**src/design/skvt_pkg.sv**
```systemverilog
package skvt_pkg;

	localparam int DEF_CAPACITY   = 64;
	localparam int DEF_KEY_BITS   = 32;
	localparam int DEF_VALUE_BITS = 32;

	localparam int OP_BITS     = 3;
	localparam int STATUS_BITS = 2;

	typedef enum logic [OP_BITS-1:0] {
		OP_INSERT  = 3'd0,
		OP_DELETE  = 3'd1,
		OP_LOOKUP  = 3'd2,
		OP_REWIND  = 3'd3,
		OP_ADVANCE = 3'd4
	} op_t;

	typedef enum logic [STATUS_BITS-1:0] {
		ST_DONE    = 2'd0,
		ST_MISSING = 2'd1,
		ST_FULL    = 2'd2
	} status_t;

	typedef enum logic [2:0] {
		CMD_HOLD  = 3'd0,
		CMD_LEFT  = 3'd1,
		CMD_RIGHT = 3'd2,
		CMD_NEW   = 3'd3,
		CMD_VAL   = 3'd4
	} cell_cmd_t;

	typedef struct packed {
		logic      cmp_en;
		logic      active;
		cell_cmd_t cmd;
	} cell_ctl_t;

endpackage

```
**src/design/skvt_locate.sv**
```systemverilog
module skvt_locate #(
	parameter int CAPACITY = skvt_pkg::DEF_CAPACITY,
	parameter int PW       = $clog2(CAPACITY + 1)
) (
	input  logic [CAPACITY-1:0] lt,
	input  logic [CAPACITY-1:0] eq,
	output logic [CAPACITY:0]   bnd,
	output logic [PW-1:0]       pos,
	output logic                hit
);
	import skvt_pkg::*;

	// lt is a thermometer over the sorted cells; mark the first cell that is not below
	always_comb begin
		bnd = '0;
		pos = '0;
		hit = 1'b0;
		for (int i = 0; i <= CAPACITY; i++) begin
			bnd[i] = ((i == 0) ? 1'b1 : lt[(i == 0) ? 0 : i - 1])
				& ((i == CAPACITY) ? 1'b1 : ~lt[(i == CAPACITY) ? 0 : i]);
		end
		for (int i = 0; i <= CAPACITY; i++) begin
			if (bnd[i])
				pos = pos | PW'(i);
		end
		for (int i = 0; i < CAPACITY; i++) begin
			hit = hit | (bnd[i] & eq[i]);
		end
	end

endmodule
```
**config.mk**
```make
export PLATFORM = sky130hd
export DESIGN_NAME = skvt_locate
export DESIGN_NICKNAME = d
export VERILOG_FILES = /design/src/design/skvt_pkg.sv /design/src/design/skvt_locate.sv
export SDC_FILE = /design/constraint.sdc
export NUM_CORES = 1
export LEC_CHECK = 0
export BUFFER_PORTS_ARGS = -buffer_cell sky130_fd_sc_hd__buf_2
export CAP_MARGIN = 20
export CORE_AREA = 2 2 78 80
export DETAILED_ROUTE_END_ITERATION = 7
export DIE_AREA = 0 0 80 82
export MAX_ROUTING_LAYER = met4
export PLACE_DENSITY = 0.68
export SLEW_MARGIN = 20
export SYNTH_ARGS = -nofsm -noshare
export SYNTH_HDL_FRONTEND = slang
export SYNTH_SLANG_ARGS = --single-unit
```
**constraint.sdc**
```tcl
create_clock -name vclk -period 3.05
set_input_delay 0.1525 -clock vclk [all_inputs]
set_output_delay 0.1525 -clock vclk [all_outputs]
set_load 0.005 [all_outputs]
```
==> impl_metrics.ini, run 1 <==
[logic_synthesis]
synth.top_cell.area_share = 0.258
synth-seq-area-share = 0
synth_cell_type_count = 28
synth_top_area_cell = nor2b_1
synthTopCellsByArea = nor2b_1, and3b_1, a2111oi_0
yosysWarnings = 0
syn_nets = 318
postSynthCellCount = 190
syn_area_per_cell_um2 = 7.39
syn-cell-area_um2 = 1400

[timing]
hold_viol = 0
fmax_mhz = 535
slew_headroom = 0.499
fin_crit_ps = 1870
setup_viol = 0
rsz0062_at_grt = no
fin_crit_sh = 0.613
setup_tns_ps = 0
drv_slew = 0
worst_pin_slew_ps = 733

[final_layout]
fin_nets = 519
synthToLayoutAreaGrowth_pct = 77.3
nClkBuffers = 0
design_area_um2 = 2490
final_common_cell = buf_2
antennaDiodeCount = 0
regArea_um2 = 0
mostFrequentLayoutCells = buf_2, nor2b_1, and3b_1
drive_gt1_frac = 0.560
seq_cell_count = 0

[drt]
wl_met2_um = 4480
drc = 0
ant_nets = 0
wl_met1_um = 3660
top_layer = met4
wire_per_inst_um = 19.7
detail_route.first_pass.iterations = 4
vias = 2400
wl_met3_um = 850
drt_iter0_markers = 137
routed_wirelength_um = 9130
via_per_inst = 5.17

[cts]
cts_setup_buffers = 0
cts_resized = 0
holdBufCountCts = 0

[worst_setup_path]
critPathArrivalTime_ps = 1720
timing_worst_setup_path_type = in2out
crit_required_ps = 2900
setup.worst_path.start_class = input pin
cp_slowest_stage_delay_ps = 720
cp-end-kind = primary output
cp_cell_sequence = buf_2, nor2b_1, a2111oi_0, and4_1, nand4_1, buf_2
cp_max_fo = 4
crit_path_frequent_cell = buf_2
crit_slowest_cell = a2111oi_0

[global_routing]
grt_max_degree = 6
grt-ovfl-total = 0
grtUsageTotal = 0.265
grt_pass1_vias = 2374
grt_first_pass_wirelength_um = 12800
antenna_found_initial = 0

[place]
hpwl_um = 8280
finalWeightedCongestion = 0.968
io_buffers = 201
placed_cell_area_um2 = 2490

[power_and_ir_drop]
p_seq_frac = 0
power.internal_uw = 162
power_frac_comb = 1.000
p_sw_frac = 0.497
switching_power_uw = 160
p_total_uw = 322
p_leak_uw = 0.00144
pwr-share-clk = 0
vdd_drop_max_mv = 0.0509
powerDensity_nw_per_um2 = 129

[run_status]
status = finished clean

[job]
maxCapViolations = 0

[floorplan]
die_area_um2 = 6560
die_w_um = 80
initial_core_util = 0.244
pin_count = 201
die_h_um = 82
rows = 28
core_um2 = 5750

[worst_hold_path]
hold_class = in2out
[Yosys cell counts (3+ instances only)]
cell	number
nor2b_1	58
nor4b_1	3
and3b_1	37
nor2b_4	3
nor2_1	3
nand3b_1	10
and4_1	3
nand2b_1	3
or4_4	3
nor4_1	12
or2_2	6
or4_1	4
a2111oi_0	14
inv_1	6
nand4_1	7
[metal layers]
| layer | global-route usage | vias up |
|---|---|---|
| li1 | - | 1153 |
| met1 | 0.322 | 1094 |
| met2 | 0.482 | 143 |
| met3 | 0.0231 | 10 |
| met4 | 0.0492 | 0 |
| met5 | - | - |
[power by group through the flow]
stage                     Clock [µW]  Combinational, µW  Sequential [µW]
after floorplan                    0                131                0
after global placement             0                315                0
after detailed placement           0                320                0
after CTS                          0                322                0
after global routing               0                350                0
final                              0                322                0
[through the flow]
stage          cells  setup WS (ps)  hold WS [ps]  utilization
5_1_grt          464           1090           513        0.433
6_report         464           1180           504        0.433
2_1_floorplan    190           1680           326            -
4_1_cts          464           1160           503        0.433
3_3_place_gp     464           1180           497        0.433
3_5_place_dp     464           1180           502        0.433
[area by class of cell]
class | count | area, µm²
Multi-Input combinational cell | 181 | 1360
Tap cell | 75 | 93.8
Fill cell | 637 | 3260
Inverter | 7 | 26.3
Timing Repair Buffer | 201 | 1010
[cells by family after synthesis]
| logic type | count (synthesis) | share of synthesized area |
|---|---|---|
| buf+inv | 9 | 0.0294 |
| simple gates | 165 | 0.871 |
| compound gates | 16 | 0.0998 |
[critical path: cells and delay by family]
kind,cells,cell delay [ps]
simple gates,3,590
compound gates,1,720
buf+inv,2,260
[final timing paths]
kind | start | to | slack (ps) | depth (start not counted)
worst max-delay path | lt[36] | hit | 1180 | 6
worst min-delay path | lt[63] | pos[6] | 500 | 2
Note: power is estimated with default switching activity, not from simulation.
==> run 2, diff against run 1 <==
- CORE_AREA: 2 2 78 80 -> 2 2 77 79
- DIE_AREA: 0 0 80 82 -> 0 0 79 81
- PLACE_DENSITY: 0.68 -> 0.72
- clock period: 3.05 -> 1.7 ns (I/O delays scaled with it)
==> run 2 against run 1 <==
Against the previous run: count of clock-buffer cells in the layout unchanged; sequential share of layout area unchanged; global-route usage up 1.4 points; routed wire length up 1.6%; non-clock buffer count up 9; flip-flop and latch count unchanged; setup slack worse by 1100 ps; critical endpoint is now pos[0]; largest power group unchanged.
==> impl_metrics.ini, run 2 (synthesized netlist as in run 1, its figures left out) <==
[worst_setup_path]
cp_cell_sequence = buf_2, nor2b_1, buf_4, nor4_1, nor4b_2, nand4_1, buf_2
cp_slowest_stage_delay_ps = 390
crit_slowest_cell = nor4_1
crit_required_ps = 1620
path_delay_family = simple AND/OR/NAND/NOR gates
crit_path_frequent_cell = buf_2
cp-end-kind = primary output
critPathArrivalTime_ps = 1520
timing_worst_setup_path_type = in2out
cp_max_fo = 3
cp.buffers_inverters = 3
setup.worst_path.start_class = input pin

[timing]
worst_slack_ps = 92.6
rsz0062_at_grt = no
worst_pin_slew_ps = 509
fmax_mhz = 622
slew_headroom = 0.652
setup_viol = 0
fin_crit_ps = 1610
fin_crit_sh = 0.946
drv_slew = 0
hold_viol = 0

[drt]
detail_route.first_pass.iterations = 4
top_layer = met4
drc = 0
ant_nets = 0
routed_wirelength_um = 9280
wl_met2_um = 4670
wire_per_inst_um = 19.6
drt_iter0_markers = 182
vias = 2482
wl_met1_um = 3760
wl_met3_um = 669
via_per_inst = 5.25

[floorplan]
rows = 28
core_um2 = 5680
die_area_um2 = 6400
pin_count = 201
die_w_um = 79
initial_core_util = 0.247
die_h_um = 81

[global_routing]
grt-ovfl-total = 0
grtUsageTotal = 0.279
grt_pass1_vias = 2480
grt_max_degree = 6
grt_first_pass_wirelength_um = 13200
antenna_found_initial = 0

[final_layout]
fin_nets = 528
synthToLayoutAreaGrowth_pct = 83.2
fillers = 614
nClkBuffers = 0
regArea_um2 = 0
final_common_cell = buf_2
antennaDiodeCount = 0
seq_cell_count = 0
drive_gt1_frac = 0.575
utilization = 0.453
mostFrequentLayoutCells = buf_2, nor2b_1, and3b_1

[power_and_ir_drop]
switching_power_uw = 297
pwr-share-clk = 0
p_sw_frac = 0.492
power.internal_uw = 307
p_leak_uw = 0.00149
p_seq_frac = 0
vdd_drop_max_mv = 0.0883
p_total_uw = 603
power_frac_comb = 1.000
powerDensity_nw_per_um2 = 234

[cts]
cts_setup_buffers = 0
holdBufCountCts = 0

[place]
io_buffers = 201
pre_cts_ws_ps = -1.95
hpwl_um = 8410
finalWeightedCongestion = 0.932

[worst_hold_path]
hold_class = in2out

[job]
maxCapViolations = 0

[run_status]
status = finished clean
## run 2: changes by cell type in the layout (fill, tap and decap cells not counted)
| cell | previous run | this run |
|---|---|---|
| buf_4 | 0 | 9 |
| a2111oi_0 | 14 | 11 |
| a2111oi_1 | 0 | 3 |
| nor4_1 | 12 | 11 |
| nor4_2 | 2 | 3 |
| nor4b_1 | 3 | 2 |
| nor4b_2 | 2 | 3 |
## run 2: timing repair
item                                    in CTS  in global routing
endpoints found under the setup margin       1                  4
resized for setup                            2                  3
endpoints found under the hold margin        0                  0
## run 2: through the flow
stage               area (µm²)  setup TNS [ps]  instances  hold slack (ps)
finish                    2570               0        473              363
global route              2570               0        473              375
CTS                       2560               0        473              363
detailed placement        2560           -1.95        473              363
global placement          2560               0        473              366
floorplan                 1400               0        190              191
## run 2: per-layer routing
metal,vias to the layer above,GRT usage
li1,1166,-
met1,1152,0.322
met2,150,0.523
met3,14,0.0322
met4,0,0.0534
met5,-,-
## run 2: final timing paths
| path | from | to | slack [ps] | depth (start not counted) |
|---|---|---|---|---|
| setup / recovery | lt[14] | pos[0] | 90 | 7 |
| hold / removal | lt[63] | bnd[64] | 360 | 2 |
## run 2: final cells by class
class | count | area [µm²] | area share
Inverter | 7 | 26.3 | 0.0102
Multi-Input combinational cell | 181 | 1380 | 0.536
Tap cell | 75 | 93.8 | 0.0365
Timing Repair Buffer | 210 | 1070 | 0.417
## run 2: power groups by stage
| stage | logic, µW | registers, µW | clock network [µW] |
|---|---|---|---|
| floorplan | 235 | 0 | 0 |
| finish | 603 | 0 | 0 |
| global placement | 585 | 0 | 0 |
| CTS | 599 | 0 | 0 |
| global route | 657 | 0 | 0 |
| detailed placement | 594 | 0 | 0 |
==> run 3, diff against run 2 <==
- SETUP_SLACK_MARGIN: not set -> 0.5
==> run 3 against run 2 <==
Against the previous run: via count is 3.8% higher; highest routed layer unchanged; global-route usage is 0.55 points higher; cell count is 1.9% higher; largest power group unchanged; cell area is 13% higher; flip-flop and latch count stayed put; critical endpoint is now pos[2]; die area stayed put; first-iteration DRC count is 37% lower; critical path depth is 1 lower.
==> impl_metrics.ini, run 3 (synthesized netlist as in run 1, its figures left out) <==
[floorplan]
core_um2 = 5680
die_area_um2 = 6400
die_w_um = 79
pin_count = 201
initial_core_util = 0.247
die_h_um = 81
rows = 28

[final_layout]
final_common_cell = buf_2
antennaDiodeCount = 0
design_area_um2 = 2920
fin_nets = 537
fin_cells = 482
drive_gt1_frac = 0.644
seq_cell_count = 0
mostFrequentLayoutCells = buf_2, nor2b_1, and3b_1
regArea_um2 = 0
synthToLayoutAreaGrowth_pct = 108
nClkBuffers = 0

[place]
dp_cells = 475
pre_cts_ws_ps = -56.7
finalWeightedCongestion = 0.941
hpwl_um = 8310
io_buffers = 201
placed_cell_area_um2 = 2600

[drt]
vias = 2576
drc = 0
ant_nets = 0
via_per_inst = 5.34
routed_wirelength_um = 9700
wire_per_inst_um = 20.1
drt_iter0_markers = 114
detail_route.first_pass.iterations = 4

[timing]
setup_tns_ps = 0
setup_viol = 0
hold_viol = 0
worst_pin_slew_ps = 520
fmax_mhz = 654
drv_slew = 0
fin_crit_ps = 1530
worst_slack_ps = 170
fin_crit_sh = 0.900
slew_headroom = 0.652
rsz0062_at_grt = yes

[power_and_ir_drop]
p_leak_uw = 0.00166
vdd_drop_max_mv = 0.0914
powerDensity_nw_per_um2 = 244
p_total_uw = 713

[worst_setup_path]
crit_required_ps = 1620
cp-end-kind = primary output
critPathArrivalTime_ps = 1450
timing_worst_setup_path_type = in2out
cp.buffers_inverters = 2
cp_max_fo = 3
cp_slowest_stage_delay_ps = 460
crit_path_frequent_cell = buf_2
crit_slowest_cell = nor4_1
cp_cell_sequence = buf_2, nor2b_1, nor4_1, nor4b_4, nand4_1, buf_2
path_delay_family = simple AND/OR/NAND/NOR gates
setup.worst_path.start_class = input pin

[cts]
holdBufCountCts = 0

[global_routing]
antenna_found_initial = 0
grt_pass1_vias = 2451
grtUsageTotal = 0.284
grt-ovfl-total = 0
grt_max_degree = 6
grt_first_pass_wirelength_um = 13400

[run_status]
status = finished clean

[job]
maxCapViolations = 0

[worst_hold_path]
hold_class = in2out
## run 3: cell types whose count changed in the layout (fill, tap and decap cells not counted), sizes merged
cell | previous run | this run
inv | 6 | 7
buf | 210 | 219
clkinv | 1 | 0
## run 3: area by class of cell
cell class / count / area [µm²]
Fill cell: 595 / 2760
Multi-Input combinational cell: 181 / 1590
Timing Repair Buffer: 219 / 1210
Tap cell: 75 / 93.8
Inverter: 7 / 26.3
## run 3: metal layers
| metal | GRT usage | routed length (µm) | up-vias |
|---|---|---|---|
| met5 | - | 0 | - |
| met4 | 0.0621 | 229 | 0 |
| met3 | 0.0378 | 981 | 18 |
| met2 | 0.513 | 4870 | 165 |
| met1 | 0.338 | 3620 | 1205 |
| li1 | - | - | 1188 |
## run 3: what timing repair did
action                     in CTS  in global routing
resized for setup              42                 24
setup endpoints to repair       7                  7
buffers inserted                4                  3
pin swaps                      10                 12
## run 3: power by group
part / switching [µW] / internal (µW) / total, µW
combinational: 337 / 376 / 713
clock: 0 / 0 / 0
sequential: 0 / 0 / 0
total: 337 / 376 / 713
## run 3: final timing paths
| path | from | end | slack [ps] | depth (start not counted) |
|---|---|---|---|---|
| worst max-delay path | lt[51] | pos[2] | 170 | 6 |
| worst min-delay path | lt[63] | pos[6] | 380 | 2 |
## run 3: metrics by stage
stage | hold slack [ps] | util
after floorplan | 191 | -
after global placement | 374 | 0.459
after detailed placement | 374 | 0.459
after CTS | 374 | 0.494
after global routing | 397 | 0.514
final | 380 | 0.514
