<file path="config.mk">
export PLATFORM = sky130hd
export DESIGN_NAME = skvt_cell
export DESIGN_NICKNAME = d
export VERILOG_FILES = /design/src/design/skvt_pkg.sv /design/src/design/skvt_cell.sv
export SDC_FILE = /design/constraint.sdc
export NUM_CORES = 1
export LEC_CHECK = 0
export ABC_AREA = 1
export BUFFER_PORTS_ARGS = -buffer_cell sky130_fd_sc_hd__buf_2
export CAP_MARGIN = 30
export CORE_AREA = 2 2 103 105
export DETAILED_ROUTE_END_ITERATION = 10
export DIE_AREA = 0 0 105 107
export PLACE_DENSITY = 0.86
export SLEW_MARGIN = 20
export SYNTH_ARGS = -nofsm -noshare
export SYNTH_HDL_FRONTEND = slang
export SYNTH_SLANG_ARGS = --single-unit
</file>
<file path="constraint.sdc">
create_clock -name clk -period 2.8 [get_ports clk]
set_input_delay 0.56 -clock clk [delete_from_list [all_inputs] [get_ports clk]]
set_output_delay 0.56 -clock clk [all_outputs]
set_load 0.01 [all_outputs]
</file>
<file path="src/design/skvt_pkg.sv">
package skvt_pkg;

	localparam int DEF_CAPACITY   = 64;
	localparam int DEF_KEY_BITS   = 32;
	localparam int DEF_VALUE_BITS = 32;

	localparam int OP_BITS     = 3;
	localparam int STATUS_BITS = 2;

	typedef enum logic [OP_BITS-1:0] {
		OP_INSERT  = 3'd0,
		OP_DELETE  = 3'd1,
		OP_LOOKUP  = 3'd2,
		OP_REWIND  = 3'd3,
		OP_ADVANCE = 3'd4
	} op_t;

	typedef enum logic [STATUS_BITS-1:0] {
		ST_DONE    = 2'd0,
		ST_MISSING = 2'd1,
		ST_FULL    = 2'd2
	} status_t;

	typedef enum logic [2:0] {
		CMD_HOLD  = 3'd0,
		CMD_LEFT  = 3'd1,
		CMD_RIGHT = 3'd2,
		CMD_NEW   = 3'd3,
		CMD_VAL   = 3'd4
	} cell_cmd_t;

	typedef struct packed {
		logic      cmp_en;
		logic      active;
		cell_cmd_t cmd;
	} cell_ctl_t;

endpackage

</file>
<file path="src/design/skvt_cell.sv">
module skvt_cell #(
	parameter int KEY_BITS   = skvt_pkg::DEF_KEY_BITS,
	parameter int VALUE_BITS = skvt_pkg::DEF_VALUE_BITS
) (
	input  logic                  clk,
	input  skvt_pkg::cell_ctl_t   ctl,
	input  logic [KEY_BITS-1:0]   probe_key,
	input  logic [VALUE_BITS-1:0] new_value,
	input  logic [KEY_BITS-1:0]   left_key,
	input  logic [VALUE_BITS-1:0] left_value,
	input  logic [KEY_BITS-1:0]   right_key,
	input  logic [VALUE_BITS-1:0] right_value,
	output logic [KEY_BITS-1:0]   cell_key,
	output logic [VALUE_BITS-1:0] cell_value,
	output logic                  lt_s1,
	output logic                  eq_s1
);
	import skvt_pkg::*;

	logic [KEY_BITS-1:0]   key_q;
	logic [VALUE_BITS-1:0] value_q;

	always_ff @(posedge clk) begin
		if (ctl.cmp_en) begin
			lt_s1 <= ctl.active && (key_q < probe_key);
			eq_s1 <= ctl.active && (key_q == probe_key);
		end
	end

	always_ff @(posedge clk) begin
		case (ctl.cmd)
			CMD_LEFT: begin
				key_q   <= left_key;
				value_q <= left_value;
			end
			CMD_RIGHT: begin
				key_q   <= right_key;
				value_q <= right_value;
			end
			CMD_NEW: begin
				key_q   <= probe_key;
				value_q <= new_value;
			end
			CMD_VAL: value_q <= new_value;
			default: begin
				key_q   <= key_q;
				value_q <= value_q;
			end
		endcase
	end

	assign cell_key   = key_q;
	assign cell_value = value_q;

endmodule

</file>
==> results of run 1 <==
## logic make-up after synthesis
logic type | after synthesis | share of synthesized area (%)
buffers and inverters | 64 | 7.28
DFF | 66 | 49.5
and+or+nand+nor | 188 | 18.7
adders and majority gates | 32 | 9.99
AOI/OAI and AO/OA | 82 | 14.5
## metal layers
metal / vias to the layer above / share of wire, % / global-route usage [%]
met1: 1796 / 41 / 25.7
met3: 14 / 7.1 / 4.56
met4: 0 / 1.4 / 6.19
met2: 172 / 50 / 37.6
met5: - / 0 / 0
li1: 2019 / - / -
## cells in the final DEF, fill, tap and decap left out
| cell type | n |
|---|---|
| a211oi_1 | 1 |
| a21o_1 | 1 |
| a21oi_1 | 12 |
| a22oi_1 | 32 |
| buf_2 | 263 |
| buf_4 | 6 |
| bufinv_16 | 1 |
| clkbuf_8 | 9 |
| clkinv_2 | 1 |
| clkinv_4 | 1 |
| clkinvlp_4 | 2 |
| edfxtp_1 | 66 |
| ha_1 | 32 |
| inv_1 | 43 |
| inv_2 | 2 |
| inv_6 | 2 |
| nand2_1 | 165 |
| nand2_2 | 1 |
| nand3_1 | 5 |
| nand3b_1 | 1 |
| nand4_1 | 2 |
| nor2_1 | 7 |
| nor2_4 | 3 |
| nor3_1 | 4 |
| o211ai_1 | 31 |
| o21a_1 | 1 |
| o21ai_0 | 2 |
| o21ai_2 | 1 |
| o21bai_1 | 1 |
## per-stage QoR
| stage | cells | setup WS (ns) | cell area, sq um | power, mW |
|---|---|---|---|---|
| 6_report | 834 | 0.953 | 5620 | 2.82 |
| 5_1_grt | 834 | 0.817 | 5620 | 2.99 |
| 4_1_cts | 834 | 0.978 | 5620 | 2.85 |
| 3_5_place_dp | 818 | 0.616 | 5420 | 2.02 |
| 3_3_place_gp | 818 | 0.646 | 5420 | 2.00 |
| 2_1_floorplan | 432 | 0.549 | 4010 | 1.67 |
## worst max-delay path: cells and delay by family
kind                   cells  cell delay, ns
and+or+nand+nor            4            0.77
buffers and inverters      3            0.47
AOI/OAI and AO/OA          1            0.08
## power groups by stage
| stage | clock [mW] | combinational [mW] | sequential [mW] |
|---|---|---|---|
| 6_report | 0.832 | 0.699 | 1.29 |
| 5_1_grt | 0.900 | 0.784 | 1.30 |
| 4_1_cts | 0.849 | 0.709 | 1.29 |
| 3_5_place_dp | 0 | 0.705 | 1.31 |
| 3_3_place_gp | 0 | 0.688 | 1.31 |
| 2_1_floorplan | 0 | 0.289 | 1.38 |
## layout make-up
type / instances / area, sq um
inverters: 45 / 169
flip-flops and latches: 66 / 1980
multi-input cells: 302 / 1730
fillers: 969 / 4480
clock buffers: 9 / 124
well taps: 136 / 170
repair buffers: 269 / 1360
clock inverters: 7 / 76.3
## worst max path at each step
stage	startpoint	to	slack [ns]	depth (start not counted)
global placement	ctl[1]	cell_value[24]	0.65	8
finish	ctl[1]	cell_value[25]	0.95	8
CTS	ctl[1]	cell_value[25]	0.98	8
detailed placement	ctl[1]	cell_value[24]	0.62	8
floorplan	ctl[1]	cell_value[0]	0.55	6
global route	ctl[1]	cell_value[25]	0.82	8
## state kept, by name, indices dropped and copies added, names as in the netlist
name / count
cell_value: 32
cell_key: 32
eq_s1: 1
lt_s1: 1
==> out/metrics.cfg, run 1 <==
[synth]
synth_top_area_share_pct=49.5
synth_common_cells=nand2_1 (165), edfxtp_1 (66), inv_1 (43)
synth_edf_count=66
yosys_most_used_dff=edfxtp_1
yosys_warnings=0
syn_nets=662
yosys_register_bits=66
ys_seq_area_share_pct=49.5
avgSynthCellArea_sq_um=9.27
yosysMostFrequentCell=nand2_1
syn_inst=432
yosysUniqueCellTypes=25
async_flop_share_pct=0
synth_area_leaders=edfxtp_1 (49%), nand2_1 (15%), ha_1 (10%)
synth_area_sq_mm=0.00401
yosysTopAreaCell=edfxtp_1

[sta]
holdWs_ns=0.442
period_share_pct=66.0
slew_violations=0
relSlewSlack_pct=52.6
tns_ns=0
tightest_slew_ns=0.709
rsz0062_at_grt=false
setup_violations=0
hold_viol=0
fin_skew_ns=0.00448
fin_crit_ns=1.85
clock.fmax_mhz=541

[global_routing]
grt_max_degree=65
grt_pass1_vias=3752
grt_overflow=0
antenna_found_initial=0
grt_pass1_wl_um=18600
grt.total_usage_pct=21.1

[critical_path]
worst_ep_required_time_ns=2.85
slowest_delay_ns=0.55
worstRegToRegCells=8
worstReg2RegStart=cell_key[31]
cpMaxStageDelayCell=nor2_4
reg2reg_slack_ns=1.11
end_kind=flip-flop
r2r-end=lt_s1
cp.arrival_ns=1.90
path_class=in -> reg
cp-start-kind=input port
cp_cell_sequence=buf_2, inv_2, nor2_4, nand2_2, o21ai_2, nor2_4, nand2_1, buf_4
crit_path_frequent_cell=nor2_4
critPathMaxFanout=33

[power]
p_clk_share_pct=29.5
vdd_drop_max_mv=0.248
comb_power_share_pct=24.8
p_leak_nw=2.88
power_density_mw_per_mm2=503
power.internal_mw=1.97
p_switching_mw=0.855
p_sw_share_pct=30.3
pwr-share-seq_pct=45.8

[final_layout]
final_nets=923
syn2layout_area_growth_pct=40.2
final_util_pct=55.6
antenna_cells=0
drive_gt1_share_pct=41.8

[min_path]
hold_path_end=eq_s1
hold-path-cell-count=1
hp-class=in -> reg
min-delay-start=ctl[4]

[drt]
wl_um=12300
via_per_inst=4.80
antenna_left=0
num_vias=4001
wl_per_cell_um=14.8
dr.pass1.iters=5
drt_iter0_drc=232
drc_errors=0

[place]
dp_hpwl_um=9610
finalWeightedCongestion=0.819
port_buffers=263

[clock_network]
cts.sinks=66
htreeDepth=3
cts_root_buf=clkbuf_8
cts.path.max_buffers=2
cts_made_buffers=9
clk_latency_ns=0.33
cts-resized-gates=0
holdBufCountCts=0
cts_tree=yes
cts_setup_buffers=0
clk_pin_slew_ns=0.08

[status]
status=finished, final reports clean

[floorplanning]
io_pins=264
start_util_pct=39.7
dieArea_sq_mm=0.0112
die_h_um=107
rows=37
fp.dieW_um=105
coreArea_sq_mm=0.0101

[job]
drv_cap=0

No activity file was read; power rests on OpenSTA's default activity.
==> inputs of run 2 (changes only) <==
- ABC_AREA: 1 -> 0
- CORE_AREA: 2 2 103 105 -> 2 2 106 108
- DIE_AREA: 0 0 105 107 -> 0 0 108 110
- PLACE_DENSITY: 0.86 -> 0.87
- clock period: 2.8 -> 1.6 ns (I/O delays scaled with it)
==> out/metrics.cfg, run 2 <==
[status]
status=complete, but fails checks  ; was finished, final reports clean
violations=setup timing

[synth]
ys_seq_area_share_pct=47.9  ; was 49.5%
synth_area_sq_mm=0.00413  ; was 0.00401 sq mm
synth_edf_count=66  ; unchanged
muxShareOfSynthArea_pct=8.29  ; was 0%
yosysUniqueCellTypes=31  ; was 25
synth_simple_gate_area_share_pct=13.5  ; was 18.7%
synth_top_family_by_area=compound AO/OA/AOI/OAI gates  ; was simple AND/OR/NAND/NOR gates
syn_inst=399  ; was 432
avgSynthCellArea_sq_um=10.4  ; was 9.27 sq um
yosys_warnings=0  ; unchanged
yosysMostFrequentCell=nand2_1  ; unchanged
yosysTopAreaCell=edfxtp_1  ; unchanged
synth_area_leaders=edfxtp_1 (48%), ha_1 (9.7%), nand2_1 (9.3%)  ; was edfxtp_1 (49%), nand2_1 (15%), ha_1 (10%)
syn_nets=629  ; was 662
yosys_most_used_dff=edfxtp_1  ; unchanged
synth_common_cells=nand2_1 (102), edfxtp_1 (66), o21ai_0 (34)  ; was nand2_1 (165), edfxtp_1 (66), inv_1 (43)
async_flop_share_pct=0  ; unchanged
yosys_register_bits=66  ; unchanged
synth_top_area_share_pct=47.9  ; was 49.5%
synth_fa_ha_area_share_pct=9.69  ; was 9.99%
synth_xor_area_share_pct=0.212  ; was 0%
synth_compound_area_share_pct=13.6  ; was 14.5%

[final_layout]
final_cell_mix=buf_2 (263), nand2_1 (102), edfxtp_1 (66)  ; was buf_2 (263), nand2_1 (165), edfxtp_1 (66)
drive_gt1_share_pct=46.6  ; was 41.8%
final_nets=911  ; was 923
final_util_pct=56.7  ; was 55.6%
fin_area_sq_mm=0.00607  ; was 0.00562 sq mm
syn2layout_area_growth_pct=46.9  ; was 40.2%
final_common_cell=buf_2  ; unchanged

[clock_network]
cts_tree=yes  ; unchanged
cts.path.max_buffers=2  ; unchanged
holdBufCountCts=0  ; unchanged
clk_pin_slew_ns=0.08  ; about the same
cts_made_buffers=9  ; unchanged
clk_latency_ns=0.34  ; was 0.33 ns
cts.sinks=66  ; unchanged
cts_root_buf=clkbuf_8  ; unchanged
htreeDepth=3  ; unchanged

[floorplanning]
start_util_pct=38.6  ; was 39.7%
io_pins=264  ; unchanged
dieArea_sq_mm=0.0119  ; was 0.0112 sq mm
coreArea_sq_mm=0.0107  ; was 0.0101 sq mm
rows=38  ; was 37
fp.dieW_um=108  ; was 105 um
die_h_um=110  ; was 107 um

[power]
total_power_mw=5.04  ; was 2.82 mW
power_density_mw_per_mm2=830  ; was 503 mW/mm^2
p_leak_nw=3.13  ; was 2.88 nW
vdd_drop_max_mv=0.621  ; was 0.248 mV

[global_routing]
grtUsageMet1_pct=21.4  ; was 25.7%
grt.met3_usage_pct=5.76  ; was 4.56%
grt_pass1_wl_um=18600  ; about the same
grt_max_degree=65  ; unchanged
grt-busiest-layer=met2  ; unchanged
antenna_found_initial=2  ; was 0
use_met2_pct=39.3  ; was 37.6%
grt_overflow=0  ; unchanged
grt.total_usage_pct=20.3  ; was 21.1%
grt_pass1_vias=4094  ; was 3752

[critical_path]
crit_path_start=cell_key[11]  ; was ctl[1]
cp-start-kind=flip-flop  ; was input port
worstReg2RegStart=cell_key[11]  ; was cell_key[31]
worst_ep_required_time_ns=1.67  ; was 2.85 ns
r2r-end=lt_s1  ; unchanged
worstRegToRegCells=6  ; was 8
reg2reg_slack_ns=-0.31  ; was 1.11 ns
cp.arrival_ns=1.98  ; was 1.90 ns
end_kind=flip-flop  ; unchanged
worstSetupEndpoint=lt_s1  ; was cell_value[25]
critPathMaxFanout=2  ; was 33
path_class=reg -> reg  ; was in -> reg

[sta]
fin_crit_ns=1.91
clock.fmax_mhz=525
hold_viol=0  ; unchanged
fin_ws_ns=-0.305  ; was 0.953 ns
setup_violations=2  ; was 0
period_share_pct=119
fin_skew_ns=0.0133  ; was 0.00448 ns
relSlewSlack_pct=66.4  ; was 52.6%
rsz0062_at_grt=true  ; was false
slew_violations=0  ; unchanged
tightest_slew_ns=0.504  ; was 0.709 ns

[drt]
num_vias=4089  ; was 4001
wl_per_cell_um=14.9  ; was 14.8 um
drc_errors=0  ; unchanged
via_per_inst=4.93  ; was 4.80
antenna_left=0  ; unchanged
drt_iter0_drc=177  ; was 232
dr.pass1.iters=5  ; unchanged
wl_um=12300  ; unchanged

[place]
port_buffers=263  ; unchanged
dp_hpwl_um=9850  ; was 9610 um
finalWeightedCongestion=0.798  ; was 0.819
place_area_sq_mm=0.00577  ; was 0.00542 sq mm

[job]
drv_cap=0  ; unchanged

[min_path]
hp-class=in -> reg  ; unchanged

[run 2: cell count changes after synthesis, sizes merged, moves of 5 or more]
cell    delta
o211ai    -30
nand2     -64
nand4      +5
inv       -13
buf        +5
o21ai     +32
mux2i     +33
[run 2: where the power goes]
group / internal, mW / total, mW / switching (mW)
combinational: 0.667 / 1.40 / 0.730
sequential: 2.17 / 2.26 / 0.0805
clock: 0.717 / 1.39 / 0.671
total: 3.56 / 5.04 / 1.48
[run 2: worst max-delay path: stages (launching register included)]
cell and delay (ns):
edfxtp_1 0.44, ha_4 0.29, nand4_1 0.18, buf_4 0.19, o221a_4 0.20, o211ai_1 0.23, a211oi_1 0.11
[run 2: final cells by class]
type	count	area (sq um)
antenna	3	7.51
clock inverter	7	68.8
fill	963	4630
inverter	32	120
tap	140	175
timing repair buffer	291	1600
sequential	66	1980
multi-input combinational	281	1990
clock buffer	9	124
[run 2: worst min-delay path by stage]
stage                        start              to  slack (ns)  cells past startpoint
global route        left_value[29]  cell_value[29]        0.22                      3
CTS                 left_value[29]  cell_value[29]        0.23                      3
finish                      ctl[4]           eq_s1        0.24                      1
global placement            ctl[4]           eq_s1        0.58                      1
floorplan                   ctl[4]           eq_s1        0.43                      0
detailed placement          ctl[4]           eq_s1        0.59                      1
[run 2: layer usage]
layer | vias to the layer above | wire length (um)
li1 | 2008 | -
met1 | 1867 | 4470
met2 | 195 | 6530
met3 | 19 | 1060
met4 | 0 | 270
met5 | - | 0
[run 2: kinds of logic (layout without fill, tap and decap cells)]
kind of cell	count (synthesis)	after routing
xor+xnor	1	1
simple gates	126	126
other cells	0	3
buf+inv	52	339
fa+ha+maj	32	32
compound gates	89	89
flops	66	66
mux	33	33
[run 2: per-stage QoR]
| stage | cells | hold WS (ns) | setup TNS, ns | setup slack [ns] |
|---|---|---|---|---|
| CTS | 825 | 0.230 | -0.540 | -0.274 |
| global placement | 808 | 0.580 | -3.08 | -0.309 |
| detailed placement | 808 | 0.588 | -2.73 | -0.310 |
| global route | 828 | 0.224 | -0.720 | -0.417 |
| finish | 829 | 0.243 | -0.490 | -0.305 |
| floorplan | 399 | 0.432 | -1.86 | -0.0817 |
[run 2: repair_timing]
| action | CTS | global route |
|---|---|---|
| pin swaps | 2 | 7 |
| gates resized for setup | 2 | 7 |
| endpoints found under the setup margin | 2 | 2 |
| buffers inserted | 1 | 1 |
| cloned | 0 | 0 |
